[src/q2e_pkg.sv]
`timescale 1ns / 1ps
`default_nettype none
// ----------------------------------------------------------------------------
// q2e_pkg
// Shared widths, constants and the arctangent table for the quaternion to
// Euler angle pipeline.
// ----------------------------------------------------------------------------
package q2e_pkg;

    localparam int IN_W     = 16;
    localparam int ANG_W    = 16;
    localparam int PITCH_W  = 15;
    localparam int ARG_W    = 34;   // atan2 arguments, Q.28 with headroom
    localparam int XW       = 44;   // CORDIC vector width after normalizing
    localparam int ZW       = 34;   // CORDIC angle, Q2.30
    localparam int RND_W    = 18;   // angle rounded to Q3.13 before limiting
    localparam int NORM_EXP = 40;   // vectors are scaled up to 2^40
    localparam int TBL_N    = 24;

    localparam int SQ_STAGES = 29;  // result bits of the square root
    localparam int SQ_IN_W   = 2 * SQ_STAGES;
    localparam int REM_W     = 32;

    localparam logic signed [ARG_W-1:0] ONE_Q28 = ARG_W'(64'sd268435456);
    localparam logic signed [ZW-1:0]    PI_Q30  = ZW'(64'sd3373259426);
    localparam logic signed [RND_W-1:0] LIM_PI     = RND_W'(25736);
    localparam logic signed [RND_W-1:0] LIM_HALFPI = RND_W'(12868);

    localparam logic [31:0] ATAN_TABLE [0:TBL_N-1] = '{
        32'h3243F6A8, 32'h1DAC6705, 32'h0FADBAFC, 32'h07F56EA6,
        32'h03FEAB76, 32'h01FFD55B, 32'h00FFFAAA, 32'h007FFF55,
        32'h003FFFEA, 32'h001FFFFD, 32'h000FFFFF, 32'h0007FFFF,
        32'h0003FFFF, 32'h0001FFFF, 32'h0000FFFF, 32'h00007FFF,
        32'h00003FFF, 32'h00001FFF, 32'h00000FFF, 32'h000007FF,
        32'h000003FF, 32'h000001FF, 32'h000000FF, 32'h0000007F
    };

    typedef struct packed {
        logic signed [ARG_W-1:0] num_r;
        logic signed [ARG_W-1:0] den_r;
        logic signed [ARG_W-1:0] num_y;
        logic signed [ARG_W-1:0] den_y;
        logic signed [ARG_W-1:0] s;
    } t_args;

endpackage

`default_nettype wire

[src/q2e_sqrt.sv]
`timescale 1ns / 1ps
`default_nettype none
// ----------------------------------------------------------------------------
// q2e_sqrt
// Pipelined restoring integer square root, one result bit per stage.
// ----------------------------------------------------------------------------
module q2e_sqrt
    import q2e_pkg::*;
(
    input  wire logic                 i_clk,
    input  wire logic [SQ_IN_W-1:0]   i_v,
    output logic      [SQ_STAGES-1:0] o_root
);

    logic [REM_W-1:0]     r_rem  [0:SQ_STAGES-1];
    logic [SQ_STAGES-1:0] r_root [0:SQ_STAGES-1];
    logic [SQ_IN_W-1:0]   r_v    [0:SQ_STAGES-1];

    genvar k;
    generate
        for (k = 0; k < SQ_STAGES; k++) begin : g_stage
            logic [REM_W-1:0]     p_rem;
            logic [SQ_STAGES-1:0] p_root;
            logic [SQ_IN_W-1:0]   p_v;
            logic [REM_W-1:0]     rem_sh;
            logic [REM_W-1:0]     trial;
            logic                 ge;

            if (k == 0) begin : g_first
                assign p_rem  = '0;
                assign p_root = '0;
                assign p_v    = i_v;
            end else begin : g_next
                assign p_rem  = r_rem[k-1];
                assign p_root = r_root[k-1];
                assign p_v    = r_v[k-1];
            end

            // Bring down the next two bits and try to set the next root bit.
            assign rem_sh = {p_rem[REM_W-3:0], p_v[SQ_IN_W-1-2*k -: 2]};
            assign trial  = REM_W'({p_root, 2'b01});
            assign ge     = (rem_sh >= trial);

            always_ff @(posedge i_clk) begin
                r_rem[k]  <= ge ? (rem_sh - trial) : rem_sh;
                r_root[k] <= {p_root[SQ_STAGES-2:0], ge};
                r_v[k]    <= p_v;
            end
        end
    endgenerate

    assign o_root = r_root[SQ_STAGES-1];

endmodule

`default_nettype wire

[config.mk]
export PLATFORM = sky130hd
export DESIGN_NAME = q2e_sqrt
export DESIGN_NICKNAME = d
export VERILOG_FILES = /design/src/q2e_pkg.sv /design/src/q2e_sqrt.sv
export SDC_FILE = /design/constraint.sdc
export NUM_CORES = 2
export LEC_CHECK = 0
export ABC_CLOCK_PERIOD_IN_PS = 3870
export BUFFER_PORTS_ARGS = -buffer_cell sky130_fd_sc_hd__buf_2
export CAP_MARGIN = 25
export CORE_MARGIN = 2
export CORE_UTILIZATION = 35
export DETAILED_ROUTE_END_ITERATION = 16
export PLACE_DENSITY = 0.61
export SYNTH_ARGS = -nofsm -noshare
export SYNTH_HDL_FRONTEND = slang
export SYNTH_SLANG_ARGS = --single-unit
[constraint.sdc]
create_clock -name i_clk -period 3.87 [get_ports i_clk]
set_input_delay 0.387 -clock i_clk [delete_from_list [all_inputs] [get_ports i_clk]]
set_output_delay 0.387 -clock i_clk [all_outputs]
set_load 0.05 [all_outputs]
Word-level counts from Yosys, hierarchy flattened:

Memory sizes are Yosys's and may differ from the RTL's.
Cells that the tools add are included.

* flip-flop bits (word level): 0
* memory bits (writable): 3451
* input port bits: 59
* output and inout port bits: 29
* word-level logic and storage cells: 90
* memories kept: 3

* add/subtract/negate cells: 29
* magnitude comparators: 29
* mux-type cells: 29

Memory list
* r_v: words 29, width 58, read ports 28, clocked after Yosys merged registers in 0, write ports 29, RTL line q2e_sqrt.sv:17 `logic [SQ_IN_W-1:0] r_v [0:SQ_STAGES-1];`
* r_rem: words 29, width 32, read ports 28, clocked after Yosys merged registers in 0, write ports 29, RTL line q2e_sqrt.sv:15 `logic [REM_W-1:0] r_rem [0:SQ_STAGES-1];`
* r_root: words 29, width 29, read ports 29, clocked after Yosys merged registers in 0, write ports 29, RTL line q2e_sqrt.sv:16 `logic [SQ_STAGES-1:0] r_root [0:SQ_STAGES-1];`

Operators by type and width (count)
* 32-bit two-way mux: 29
* 32-bit by 31-bit >= comparator with 1-bit output: 28
* 32-bit by 31-bit subtractor with 32-bit output: 28
* 2-bit by 1-bit subtractor with 3-bit output (second input constant): 1
* 2-bit by 1-bit >= comparator with 1-bit output (second input constant): 1

Depth between registers and ports, before layout:

An unclocked memory read counts as a cell.

* word-level depth: 3
* mapped depth: 14
* depth with buffers taken out: 13

Least setup slack after synthesis:

Ideal clock, no wire load.

* kind: register to register
* start: mem r_root[20][3] (netlist: r_root[5][3])
* end: mem r_rem[21][25] (netlist: r_rem[1][185])
* library setup time: 0.121 ns
* arrival time: 2.761 ns
* required time: 3.749 ns
* setup slack: 0.988 ns
* cell stages (with the launch flop): 13
* buffers on the path: 1
* period minus slack after synthesis: 2.882 ns
* path through: dfxtp_1 inv_1 ha_1 a211oi_1 o21bai_1 o21bai_1 a211o_1 a221o_1 a211oi_1 buf_2 or4_1 nor2_1 xor2_1

RTL lines (RTL line)
* start, declared: q2e_sqrt.sv:16
* end, declared: q2e_sqrt.sv:15

==> results.py <==
metrics = {
    "final_layout": {
        "final_cell_area_um2": 85900,
        "final_common_cell": "dfxtp_1",
        "n_antenna_cell": 0,
        "area_delta_synth_final_pct": 16.0,
        "layout.nets": 8027,
        "fin_cells": 10482,
        "mostFrequentLayoutCells": "2045 x dfxtp_1, 584 x inv_1, 543 x nand2_1",
        "layout-drive-gt1-share_pct": 7.76,
        "final_core_util_pct": 40.9,
    },
    "logic_synthesis": {
        "synthCells": 7239,
        "async_reset_ff_share_pct": 0,
        "synth_area_leaders": "dfxtp_1 55%, ha_1 7.9%, xnor2_1 4.1%",
        "synth-warning-count": 0,
        "synth_edf_count": 0,
        "synth_top_cell_area_share_pct": 55.3,
        "yosysTopAreaCell": "dfxtp_1",
        "avgSynthCellArea_um2": 10.2,
        "synth_area_um2": 74000,
        "ys_seq_area_share_pct": 55.3,
        "synth.ff_latch_count": 2045,
        "syn_nets": 7764,
        "synth-main-ff-cell": "dfxtp_1",
        "synth.distinct_cells": 91,
    },
    "critical_path": {
        "critPathMostFrequentCell": "o21ai_0",
        "worst-path-max-fanout": 3,
        "critPathCaptureType": "register",
        "required_ps": 4590,
        "start_kind": "register",
        "path_cells": "inv_1 -> ha_1 -> or3_1 -> o22ai_1 -> buf_4 -> o21ai_0 -> a311oi_1 -> o2bb2ai_1 -> o41ai_1 -> o21ai_0 -> a21oi_1 -> xor2_1",
        "crit_arrival_ps": 4180,
        "critPathBufInv": 2,
        "cp_top_family": "compound AO/OA/AOI/OAI gates",
        "crit_type": "register to register",
        "slowest_delay_ps": 500,
        "cpMaxStageDelayCell": "o41ai_1",
    },
    "placed_design": {
        "place_hpwl_um": 109000,
        "postPlaceCellArea_um2": 77900,
        "place.gp.congestion": 0.896,
        "placed_cells": 10040,
        "port_buffers": 87,
    },
    "sta": {
        "period_share_pct": 89.6,
        "fin_crit_ps": 3470,
        "skew_ps": 56.2,
        "max_freq_mhz": 289,
        "tns_ps": 0,
        "whs_ps": 155,
        "worst_pin_slew_ps": 939,
        "final-hold-violation-count": 0,
        "relSlewSlack_pct": 36.5,
        "rsz0062_at_grt": "no",
        "slew_viol_final": 0,
        "setup_viol": 0,
    },
    "clock_tree": {
        "clk-insertion-delay-late_ps": 850,
        "cts_buffers": 205,
        "htreeDepth": 4,
        "root_buffer": "clkbuf_16",
        "cts_tree": "done",
        "cts_setup_buffers": 0,
        "path_clk_slew_ps": 60,
        "clock_sinks": 2045,
        "clockBufferDepth": 3,
    },
    "grt": {
        "grt_pass1_wl_um": 241000,
        "gr-total-overflow": 0,
        "grt_pass1_vias": 49075,
        "grt_max_degree": 57,
        "grt_antenna_before_repair": 1,
        "grt_usage_pct": 13.4,
    },
    "route": {
        "drt-initial-drc-count": 2530,
        "ant_nets": 0,
        "drc": 0,
        "drtPass1Iterations": 5,
        "vias_per_cell": 4.70,
        "avgRoutedWirePerCell_um": 13.9,
        "vias": 49272,
        "wl_um": 146000,
    },
    "power_and_ir_drop": {
        "peakVddDrop_v": 0.000469,
        "powerDensity_nw_per_um2": 668,
        "leakage_nw": 39.9,
    },
    "floorplanning": {
        "dieHeight_um": 464,
        "coreArea_um2": 210000,
        "die_width_um": 464,
        "initial_core_util_pct": 35.3,
        "rows": 168,
        "dieArea_um2": 215000,
        "io_pins": 88,
    },
    "run_status": {
        "status": "finished, final reports clean",
    },
    "flow_run": {
        "cap_violations": 0,
    },
    "min_path": {
        "hold_path.class": "primary input to register",
    },
}
flip-flops by register name, summed over array words and instances, names as in the netlist:
name    cells
r_rem     798
r_root    435
r_v       812
logic make-up after synthesis:
group / count (synthesis) / share of synthesized area [%]
and+or+nand+nor: 1827 / 12.3
other: 1 / 0.00507
AOI/OAI and AO/OA: 1448 / 12.1
adders and majority gates: 466 / 7.88
buffers and inverters: 723 / 3.72
muxes: 42 / 0.630
DFF: 2045 / 55.3
xor gates and xnor gates: 687 / 8.13
routing by layer:
layer / routed length, um / up-vias / share of wire [%] / track usage (%)
met5: 20 / - / 0.014 / 0
met1: 65200 / 22862 / 45 / 16.2
met2: 69700 / 855 / 48 / 23.4
met3: 5740 / 324 / 3.9 / 2.47
met4: 4820 / 2 / 3.3 / 5.20
li1: - / 25229 / - / -
timing repair:
item | CTS | global route
gates resized for setup | 0 | 1
endpoints found under the setup margin | 0 | 3
hold endpoints to repair | 59 | 0
hold buffers | 59 | 0
power breakdown:
part / internal, mW / switching [mW] / leakage, nW
clock: 12.4 / 8.38 / 3.61
combinational: 4.26 / 5.10 / 19.2
sequential: 24.7 / 2.56 / 17.1
final timing paths:
| check | from | endpoint | slack (ps) | cells after the start |
|---|---|---|---|---|
| setup reg to reg | r_root[5][31] | r_rem[1][217] | 400 | 12 |
| setup / recovery | r_root[5][31] | r_rem[1][217] | 400 | 12 |
| hold reg to reg | r_v[0][325] | r_v[0][383] | 310 | 0 |
| hold / removal | i_v[52] | r_v[0][52] | 150 | 2 |
synthesized netlist by cell type, drive strengths merged (25+ instances only):
cell / count
a211oi: 43
a21o: 191
a21oi: 418
a31oi: 30
and3: 40
buf: 32
clkbuf: 105
dfxtp: 2045
ha: 466
inv: 585
mux2: 37
nand2: 543
nand2b: 97
nand3: 111
nand3b: 25
nand4: 80
nor2: 370
nor2b: 63
nor3: 175
nor4: 99
o211ai: 25
o21a: 55
o21ai: 436
o21bai: 43
o31ai: 40
or2: 33
or3: 72
or4: 43
xnor2: 349
xor2: 338
layout make-up:
type                            count  area (um^2)
Timing Repair Buffer              193         1450
Inverter                          586         2200
Tap cell                         2805         3510
Clock inverter                     98         1490
Multi-Input combinational cell   4471        30400
Fill cell                       20129       124000
Sequential cell                  2045        40900
Clock buffer                      284         5900
per-stage QoR:
step | worst slack [ps] | total power, mW
floorplan | 988 | 34.2
global placement | 439 | 36.8
detailed placement | 353 | 37.0
CTS | 327 | 58.1
global route | 153 | 60.6
finish | 404 | 57.4
Power figures use the tool's default switching activity.
